File: config.mk
export PLATFORM = sky130hd
export DESIGN_NAME = wildcard_byte_signature_scan_core
export DESIGN_NICKNAME = d
export VERILOG_FILES = /design/src/rtl/wbss_pkg.sv /design/src/rtl/wildcard_byte_signature_scan_core.sv /design/src/rtl/wbss_regs.sv /design/src/rtl/wbss_front.sv /design/src/rtl/wbss_queue.sv /design/src/rtl/wbss_back.sv
export SDC_FILE = /design/constraint.sdc
export NUM_CORES = 2
export LEC_CHECK = 0
export BUFFER_PORTS_ARGS = -buffer_cell sky130_fd_sc_hd__buf_2
export CAP_MARGIN = 15
export CORE_MARGIN = 3
export CORE_UTILIZATION = 43
export DETAILED_ROUTE_END_ITERATION = 10
export PLACE_DENSITY_LB_ADDON = 0.08
export SYNTH_ARGS = -nofsm -noshare
export SYNTH_HDL_FRONTEND = slang
export SYNTH_SLANG_ARGS = --single-unit
File: constraint.sdc
create_clock -name clk -period 8.98 [get_ports clk]
set_clock_uncertainty 0.15 [all_clocks]
set_input_delay 2.694 -clock clk [delete_from_list [all_inputs] [get_ports clk]]
set_output_delay 2.694 -clock clk [all_outputs]
set_load 0.02 [all_outputs]
File: src/rtl/wbss_pkg.sv
// ----------------------------------------------------------------------------
// wbss_pkg
// Shared types and constants for the wildcard byte signature scanner.
// ----------------------------------------------------------------------------
package wbss_pkg;

  // Longest signature the window can hold.
  localparam int MAX_PATTERN = 16;
  // Width of the saturating byte counter within a region.
  localparam int COUNT_WIDTH = 32;
  // Number of pattern bytes and care bits that the registers carry.
  localparam int PATTERN_BYTES = 16;
  // Width of the pattern length register.
  localparam int PLEN_W = 5;
  // Width of a clamped length; wide enough for both MAX_PATTERN and the register.
  localparam int LEN_W = ($clog2(MAX_PATTERN + 1) > PLEN_W) ?
                         $clog2(MAX_PATTERN + 1) : PLEN_W;
  // Width of an index into the window.
  localparam int IDX_W = (MAX_PATTERN > 1) ? $clog2(MAX_PATTERN) : 1;

  // Result queue between the front and back parts.
  localparam int QUEUE_DEPTH = 4;
  localparam int QPTR_W = $clog2(QUEUE_DEPTH);
  localparam int QCNT_W = $clog2(QUEUE_DEPTH + 1);

  // Register file layout: 64-bit registers at byte address 8*i.
  localparam int DATA_W = 64;
  localparam int ADDR_W = 6;
  localparam int REG_IDX_W = 3;
  localparam logic [REG_IDX_W-1:0] REG_PATTERN_LOW  = 3'd0;
  localparam logic [REG_IDX_W-1:0] REG_PATTERN_HIGH = 3'd1;
  localparam logic [REG_IDX_W-1:0] REG_CARE_MASK    = 3'd2;
  localparam logic [REG_IDX_W-1:0] REG_PATTERN_LEN  = 3'd3;
  localparam logic [REG_IDX_W-1:0] REG_REGION_BASE  = 3'd4;

  // Configuration as seen by the datapath.
  typedef struct packed {
    logic [63:0]              pattern_low_bytes;
    logic [63:0]              pattern_high_bytes;
    logic [PATTERN_BYTES-1:0] care_mask;
    logic [PLEN_W-1:0]        pattern_length;
    logic [63:0]              region_base;
  } cfg_t;

  // One classified result waiting for address formation.
  typedef struct packed {
    logic                   found;
    logic [COUNT_WIDTH-1:0] offset;
  } q_entry_t;

  // Queue status seen by both sides.
  typedef struct packed {
    logic full;
    logic empty;
  } q_status_t;

endpackage

File: src/rtl/wildcard_byte_signature_scan_core.sv
// ----------------------------------------------------------------------------
// wildcard_byte_signature_scan_core
// Scans a byte stream for the first match of a wildcard byte signature.
// ----------------------------------------------------------------------------
// Usage:
//   Program the signature, care mask, length and region base over the APB
//   port while the block is idle. Then stream the region one byte per beat on
//   the input channel (in_valid/in_stall), marking the final byte with
//   last_byte. Each region yields at most one beat on the output channel
//   (out_valid/out_stall): found with the address of the first match, or
//   not-found (address zero) on the last byte if nothing matched.
//   Throughput is one byte per cycle while in_stall is low: the window shift
//   and the parallel masked compare of all positions sit in the input stage.
//   A result is queued when the byte that caused it is accepted, and then
//   loads the output register, where the address add is, once that register
//   is free.
//   A stalled output beat holds; the input keeps flowing until the four-entry
//   result queue fills, and only then is in_stall raised.
//   Reset clears the registers, the window readable flags, the byte counter,
//   the match flag, the queue and the output valid.
// ----------------------------------------------------------------------------
module wildcard_byte_signature_scan_core (
  input  logic                         clk,
  input  logic                         rst,
  // Configuration port.
  input  logic                         psel,
  input  logic                         penable,
  input  logic                         pwrite,
  input  logic [wbss_pkg::ADDR_W-1:0]  paddr,
  input  logic [wbss_pkg::DATA_W-1:0]  pwdata,
  output logic [wbss_pkg::DATA_W-1:0]  prdata,
  output logic                         pready,
  // Input channel.
  input  logic                         in_valid,
  output logic                         in_stall,
  input  logic [7:0]                   data_byte,
  input  logic                         readable,
  input  logic                         last_byte,
  // Output channel.
  output logic                         out_valid,
  input  logic                         out_stall,
  output logic                         found,
  output logic [63:0]                  match_address
);

  wbss_pkg::cfg_t      cfg;
  wbss_pkg::q_entry_t  push_entry;
  wbss_pkg::q_entry_t  head;
  wbss_pkg::q_status_t status;
  logic                accept;
  logic                push;
  logic                pop;

  // Input beats are taken while the result queue has room.
  assign in_stall = status.full;
  assign accept   = in_valid && !in_stall;

  wbss_regs u_regs (
    .clk     (clk),
    .rst     (rst),
    .psel    (psel),
    .penable (penable),
    .pwrite  (pwrite),
    .paddr   (paddr),
    .pwdata  (pwdata),
    .prdata  (prdata),
    .pready  (pready),
    .cfg     (cfg)
  );

  wbss_front u_front (
    .clk       (clk),
    .rst       (rst),
    .cfg       (cfg),
    .accept    (accept),
    .data_byte (data_byte),
    .readable  (readable),
    .last_byte (last_byte),
    .push      (push),
    .entry     (push_entry)
  );

  wbss_queue u_queue (
    .clk        (clk),
    .rst        (rst),
    .push       (push),
    .push_entry (push_entry),
    .pop        (pop),
    .head       (head),
    .status     (status)
  );

  wbss_back u_back (
    .clk           (clk),
    .rst           (rst),
    .region_base   (cfg.region_base),
    .head          (head),
    .status        (status),
    .pop           (pop),
    .out_valid     (out_valid),
    .out_stall     (out_stall),
    .found         (found),
    .match_address (match_address)
  );

endmodule

File: src/rtl/wbss_regs.sv
// ----------------------------------------------------------------------------
// wbss_regs
// APB register file holding the signature, care mask, length and region base.
// ----------------------------------------------------------------------------
module wbss_regs (
  input  logic                         clk,
  input  logic                         rst,
  input  logic                         psel,
  input  logic                         penable,
  input  logic                         pwrite,
  input  logic [wbss_pkg::ADDR_W-1:0]  paddr,
  input  logic [wbss_pkg::DATA_W-1:0]  pwdata,
  output logic [wbss_pkg::DATA_W-1:0]  prdata,
  output logic                         pready,
  output wbss_pkg::cfg_t               cfg
);

  logic                                 wr_en;
  logic [wbss_pkg::REG_IDX_W-1:0]       reg_idx;

  // The register index is the 8-byte word address.
  assign reg_idx = paddr[wbss_pkg::ADDR_W-1:3];
  assign pready  = 1'b1;
  assign wr_en   = psel && penable && pwrite;

  // Register writes during the access phase.
  always_ff @(posedge clk) begin
    if (rst) begin
      cfg <= '0;
    end else if (wr_en) begin
      unique case (reg_idx)
        wbss_pkg::REG_PATTERN_LOW:  cfg.pattern_low_bytes  <= pwdata;
        wbss_pkg::REG_PATTERN_HIGH: cfg.pattern_high_bytes <= pwdata;
        wbss_pkg::REG_CARE_MASK:
          cfg.care_mask <= pwdata[wbss_pkg::PATTERN_BYTES-1:0];
        wbss_pkg::REG_PATTERN_LEN:
          cfg.pattern_length <= pwdata[wbss_pkg::PLEN_W-1:0];
        wbss_pkg::REG_REGION_BASE:  cfg.region_base        <= pwdata;
        default: ;
      endcase
    end
  end

  // Read data mux.
  always_comb begin
    unique case (reg_idx)
      wbss_pkg::REG_PATTERN_LOW:  prdata = cfg.pattern_low_bytes;
      wbss_pkg::REG_PATTERN_HIGH: prdata = cfg.pattern_high_bytes;
      wbss_pkg::REG_CARE_MASK:
        prdata = wbss_pkg::DATA_W'(cfg.care_mask);
      wbss_pkg::REG_PATTERN_LEN:
        prdata = wbss_pkg::DATA_W'(cfg.pattern_length);
      wbss_pkg::REG_REGION_BASE:  prdata = cfg.region_base;
      default:                    prdata = '0;
    endcase
  end

endmodule

File: src/rtl/wbss_front.sv
// ----------------------------------------------------------------------------
// wbss_front
// Accepts bytes, shifts the window and judges the window that ends on each
// byte, emitting a found or not-found entry when one is due.
// ----------------------------------------------------------------------------
module wbss_front (
  input  logic               clk,
  input  logic               rst,
  input  wbss_pkg::cfg_t     cfg,
  input  logic               accept,
  input  logic [7:0]         data_byte,
  input  logic               readable,
  input  logic               last_byte,
  output logic               push,
  output wbss_pkg::q_entry_t entry
);

  localparam int MP   = wbss_pkg::MAX_PATTERN;
  localparam int CW   = wbss_pkg::COUNT_WIDTH;
  localparam int LW   = wbss_pkg::LEN_W;
  localparam int IW   = wbss_pkg::IDX_W;

  logic [7:0]    win_bytes [MP];
  logic [MP-1:0] win_rd;
  logic [CW-1:0] byte_count;
  logic          match_seen;

  logic [7:0]    win_bytes_next [MP];
  logic [MP-1:0] win_rd_next;
  logic [LW-1:0] len;
  logic [LW-1:0] len_m1;
  logic [MP-1:0] pos_ok;
  logic          window_ok;
  logic          hit;
  logic [CW-1:0] offset;

  // Window after this byte: entry 0 is the newest byte.
  always_comb begin
    win_bytes_next[0] = data_byte;
    win_rd_next[0]    = readable;
    for (int k = 1; k < MP; k++) begin
      win_bytes_next[k] = win_bytes[k-1];
      win_rd_next[k]    = win_rd[k-1];
    end
  end

  // Clamp the length to the window size.
  assign len = (LW'(cfg.pattern_length) > LW'(MP)) ? LW'(MP) : LW'(cfg.pattern_length);
  assign len_m1 = len - LW'(1);

  // Per pattern position check; position i sits at window entry len-1-i.
  for (genvar g = 0; g < MP; g++) begin : g_pos
    logic [7:0]    pat;
    logic          cared;
    logic [LW-1:0] ent;

    if (g < 8) begin : g_low
      assign pat   = cfg.pattern_low_bytes[8*g +: 8];
      assign cared = cfg.care_mask[g];
    end else if (g < wbss_pkg::PATTERN_BYTES) begin : g_high
      assign pat   = cfg.pattern_high_bytes[8*(g-8) +: 8];
      assign cared = cfg.care_mask[g];
    end else begin : g_none
      assign pat   = 8'h00;
      assign cared = 1'b0;
    end

    assign ent = len_m1 - LW'(g);
    assign pos_ok[g] = (LW'(g) >= len) || !cared ||
                       (win_rd_next[ent[IW-1:0]] && (win_bytes_next[ent[IW-1:0]] == pat));
  end

  // Full window judgment, start offset and the entry to queue.
  always_comb begin
    window_ok = (byte_count >= CW'(len_m1)) && win_rd_next[len_m1[IW-1:0]] && (&pos_ok);
    if (len == '0) begin
      hit    = !match_seen && readable;
      offset = byte_count;
    end else begin
      hit    = !match_seen && window_ok;
      offset = byte_count - CW'(len_m1);
    end
    push         = accept && (hit || (last_byte && !match_seen));
    entry.found  = hit;
    entry.offset = hit ? offset : '0;
  end

  // Window bytes carry no reset; unreadable entries are never compared.
  always_ff @(posedge clk) begin
    if (accept) begin
      for (int k = 0; k < MP; k++) begin
        win_bytes[k] <= win_bytes_next[k];
      end
    end
  end

  // Readable flags, byte counter and match flag; a last byte re-arms the scan.
  always_ff @(posedge clk) begin
    if (rst) begin
      win_rd     <= '0;
      byte_count <= '0;
      match_seen <= 1'b0;
    end else if (accept) begin
      if (last_byte) begin
        win_rd     <= '0;
        byte_count <= '0;
        match_seen <= 1'b0;
      end else begin
        win_rd <= win_rd_next;
        if (byte_count != '1) begin
          byte_count <= byte_count + CW'(1);
        end
        if (hit) begin
          match_seen <= 1'b1;
        end
      end
    end
  end

endmodule

File: src/rtl/wbss_queue.sv
// ----------------------------------------------------------------------------
// wbss_queue
// Short FIFO of classified results between the front and back parts.
// ----------------------------------------------------------------------------
module wbss_queue (
  input  logic                clk,
  input  logic                rst,
  input  logic                push,
  input  wbss_pkg::q_entry_t  push_entry,
  input  logic                pop,
  output wbss_pkg::q_entry_t  head,
  output wbss_pkg::q_status_t status
);

  localparam int PW = wbss_pkg::QPTR_W;
  localparam int CNW = wbss_pkg::QCNT_W;

  wbss_pkg::q_entry_t slots [wbss_pkg::QUEUE_DEPTH];
  logic [PW-1:0]      wr_ptr;
  logic [PW-1:0]      rd_ptr;
  logic [CNW-1:0]     count;
  logic [CNW-1:0]     count_next;

  assign head         = slots[rd_ptr];
  assign status.full  = (count == CNW'(wbss_pkg::QUEUE_DEPTH));
  assign status.empty = (count == '0);

  // Occupancy follows pushes and pops in the same cycle.
  always_comb begin
    count_next = count;
    if (push && !pop) begin
      count_next = count + CNW'(1);
    end else if (pop && !push) begin
      count_next = count - CNW'(1);
    end
  end

  // Entry storage.
  always_ff @(posedge clk) begin
    if (push) begin
      slots[wr_ptr] <= push_entry;
    end
  end

  // Pointers and count.
  always_ff @(posedge clk) begin
    if (rst) begin
      wr_ptr <= '0;
      rd_ptr <= '0;
      count  <= '0;
    end else begin
      count <= count_next;
      if (push) begin
        wr_ptr <= wr_ptr + PW'(1);
      end
      if (pop) begin
        rd_ptr <= rd_ptr + PW'(1);
      end
    end
  end

endmodule

File: src/rtl/wbss_back.sv
// ----------------------------------------------------------------------------
// wbss_back
// Takes queued results, forms the match address and holds it in the output
// register until the receiver takes the beat.
// ----------------------------------------------------------------------------
module wbss_back (
  input  logic                clk,
  input  logic                rst,
  input  logic [63:0]         region_base,
  input  wbss_pkg::q_entry_t  head,
  input  wbss_pkg::q_status_t status,
  output logic                pop,
  output logic                out_valid,
  input  logic                out_stall,
  output logic                found,
  output logic [63:0]         match_address
);

  logic load_ok;

  // The output register can load when empty or when its beat leaves now.
  assign load_ok = !out_valid || !out_stall;
  assign pop     = load_ok && !status.empty;

  // Output valid flag.
  always_ff @(posedge clk) begin
    if (rst) begin
      out_valid <= 1'b0;
    end else if (load_ok) begin
      out_valid <= !status.empty;
    end
  end

  // Output payload: base plus offset for a match, zero for not found.
  always_ff @(posedge clk) begin
    if (pop) begin
      found         <= head.found;
      match_address <= head.found ? (region_base + 64'(head.offset)) : 64'd0;
    end
  end

endmodule

==> metrics.md <==
| Metric | Value |
|---|---|
| Status | finished clean |
| Sink Count | 588 |
| Max VDD drop | 0.0003283 V |
| Detailed Routing Iterations Pass 1 | 6 |
| Leakage | 14.88 nW |
| Core area | 79390 um^2 |
| Layout cells sized above 1 | 14.94% |
| Starting DRT DRC Count | 3083 |
| Cell mode on critical path | ha_1 |
| Hold Vio Cnt, Final | 0 |
| Crit end category | register |
| Global-route usage over all layers | 29.08% |
| P&R area growth vs syn | 12.84% |
| Placer congestion estimate | 0.9679 |
| Clk root buf | clkbuf_16 |
| Die Y | 289.9 um |
| Average footprint of a synthesized cell | 9.659 um^2 |
| Synth warn | 0 |
| Clk buf depth | 3 |
| Post-CTS repair timing setup buffer count | 0 |
| Port Buffers | 214 |
| Width of the chip | 289.9 um |
| Layout Nets | 3834 |
| Power Total | 8.395 mW |
| Async SR Flop Fraction | 0% |
| Total Wirelength | 125800 um |
| Grt ovf | 0 |
| Synth cell types | 87 |
| Hold Path Class | register to register |
| Post-detail-place hpwl | 94000 um |
| Critical-path cell list | nand2b_1, ha_1, a21bo_2, nor2_1, a221oi_4, xor2_2, buf_4, mux2i_1, xnor2_1, nand4_1, a2111oi_0, o2111ai_1, nor4_2, o311a_2, ha_1, inv_1, fa_1, xor2_1, or3_1, a21oi_1 |
| Final critical-path required period | 7719 ps |
| Worst Max-Slew Pin Slew | 1401 ps |
| Worst Path Max Fanout | 18 |
| Worst-Skew Late Latency | 640 ps |
| Drt via density | 6.110 |
| Post-DR wirelength/cell | 26.24 um |
| Final Instance Area | 39110 um^2 |
| Slew Viols, Final | 0 |
| Largest net degree at the start of global routing | 220 |
| Vias in the first global route | 28.42k |
| Synth Cell Area | 34660 um^2 |
| Final period util | 85.95% |
| CP arrival | 8120 ps |
| Effective utilization at floorplan | 43.65% |
| Synth Flop Type | edfxtp_1 |
| Post_cts resized | 0 |
| RSZ-0062 raised after global routing | no |
| First-pass GRT wire length | 186300 um |
| Largest cells by area after synthesis | edfxtp_1 27%, dfxtp_1 16%, mux2i_1 9.6%, nand2_1 6.2%, mux4_2 5.3% |
| Max incr delay on CP | 800 ps |
| ANT nets after route | 0 |
| Kind of critical path | register to register |
| Sequential share of the synthesized area | 43.12% |
| Maxcap violations | 0 |
| Setup TNS | 0 ps |
| Hold buffers post-CTS | 0 |
| Cells after Synth | 3588 |
| CTS tree | yes |
| Initial antenna violation count | 5 |
| TritonCTS Buffers | 70 |
| Via count | 29.29k |
| Row count | 103 |
| Leading area contributor after synthesis | edfxtp_1 |
| Drt drc | 0 |
| Post-synth EDFFs | 317 |
| Cell Area, Placed | 36620 um^2 |
| Die area | 84040 um^2 |
| Req. time, crit path | 9380 ps |
| Synth Net Count | 3735 |
| H-tree levels | 3 |
| # IOs | 219 |
| Slew HR | 6.570% |
| #FFs+latches synth | 588 |
| Crit-path slowest cell | dfxtp_1 |
| # setup viols final | 0 |
| Power Density | 214.7 nW/um^2 |
| CP startpoint kind | register |
| Clock slew at reported path FFs | 60 ps |
| Fmax achieved | 129.6 MHz |
| Core Util, Final | 49.26% |
| Top cell type's share of synthesized area | 27.47% |
## area by class of cell
cell class                 count  area [um^2]
inverter                      36        142.6
tap                         1050         1314
fill                        7431        40280
clock buffer                  98         2011
clock inverter                29        432.9
antenna                        2        5.005
multi-input combinational   2714        18660
timing repair buffer         277         1592
sequential                   588        14950
## flip-flops by register name, summed over array words and instances (netlist names), named ones only
name / flops
u_queue.wr_ptr: 2
u_queue.count: 3
u_queue.slots: 132
u_back.match_address: 64
u_queue.rd_ptr: 2
u_back.out_valid: 1
u_front.match_seen: 1
u_regs.cfg: 213
u_back.found: 1
u_front.win_bytes: 120
u_front.win_rd: 15
u_front.byte_count: 32
## routing by layer
| metal | global-route usage [%] | vias to the layer above | wire [um] |
|---|---|---|---|
| met5 | 0 | - | 13 |
| met4 | 9.921 | 2 | 4677 |
| met3 | 4.577 | 225 | 9185 |
| met2 | 48.60 | 1252 | 59930 |
| met1 | 38.48 | 14540 | 51980 |
| li1 | - | 13270 | - |
## metrics by stage
| stage | std cells | hold WS (ps) | setup WS, ps |
|---|---|---|---|
| global route | 4792 | 343.6 | 923.2 |
| finish | 4794 | 311.4 | 1261 |
| global placement | 4663 | 293.7 | 1274 |
| floorplan | 3588 | 286.3 | 1533 |
| detailed placement | 4663 | 298.4 | 1304 |
| CTS | 4790 | 306.4 | 1403 |
## synthesized netlist by cell type (31+ instances only)
cell type / number
ha_1: 57
o21ai_0: 57
buf_2: 38
xor2_1: 96
mux4_2: 82
dfxtp_1: 271
nand3_1: 35
o22ai_1: 39
nor3b_1: 31
nor2_1: 330
mux2_2: 41
a22oi_1: 114
nand2_1: 574
a21oi_1: 361
nor3_1: 59
mux2i_1: 333
xnor2_1: 125
edfxtp_1: 317
clkbuf_1: 187
nor4_1: 33
## placed cells by master, fill, tap and decap left out, drive strengths merged, types with 99 or more instances in the layout
cell    instances
nor2          330
mux2i         333
edfxtp        317
clkbuf         99
dfxtp         271
a21oi         361
xnor2         128
nand2         575
buf           276
a22oi         114
## critical path, delay by kind of cell (launching register included)
family | cells | cell delay (ps)
AOI/OAI and AO/OA | 6 | 2590
xor gates and xnor gates | 3 | 760
adders and majority gates | 3 | 1050
buffers and inverters | 2 | 380
DFF | 1 | 800
muxes | 1 | 280
and+or+nand+nor | 5 | 1610
## logic make-up after synthesis
group	count (synthesis)	synth area share (%)
other	1	0.01082
XOR/XNOR	226	5.885
AO/OA/AOI/OAI	757	13.68
multiplexers	457	16.31
buffers and inverters	286	3.307
flip-flops	588	43.12
adder cells (fa/ha/maj)	63	2.318
AND/OR/NAND/NOR	1210	15.36
## final timing paths
path / slack, ps / startpoint / depth (start not counted) / to
max: 1260 / u_regs.cfg[66] / 20 / u_queue.count[2]
min: 310 / u_regs.cfg[69] / 2 / u_regs.cfg[69]
max reg2reg: 1260 / u_regs.cfg[66] / 20 / u_queue.count[2]
min reg2reg: 310 / u_regs.cfg[69] / 2 / u_regs.cfg[69]
## report_power, final
part | leakage, nW | total (mW) | internal, mW | switching (mW)
registers | 5.26 | 3.41 | 3.23 | 0.175
clock network | 1.19 | 2.99 | 1.79 | 1.20
logic | 8.43 | 2.00 | 0.677 | 1.32
total | 14.9 | 8.40 | 5.70 | 2.70
Note: power is estimated with default switching activity, not from simulation.
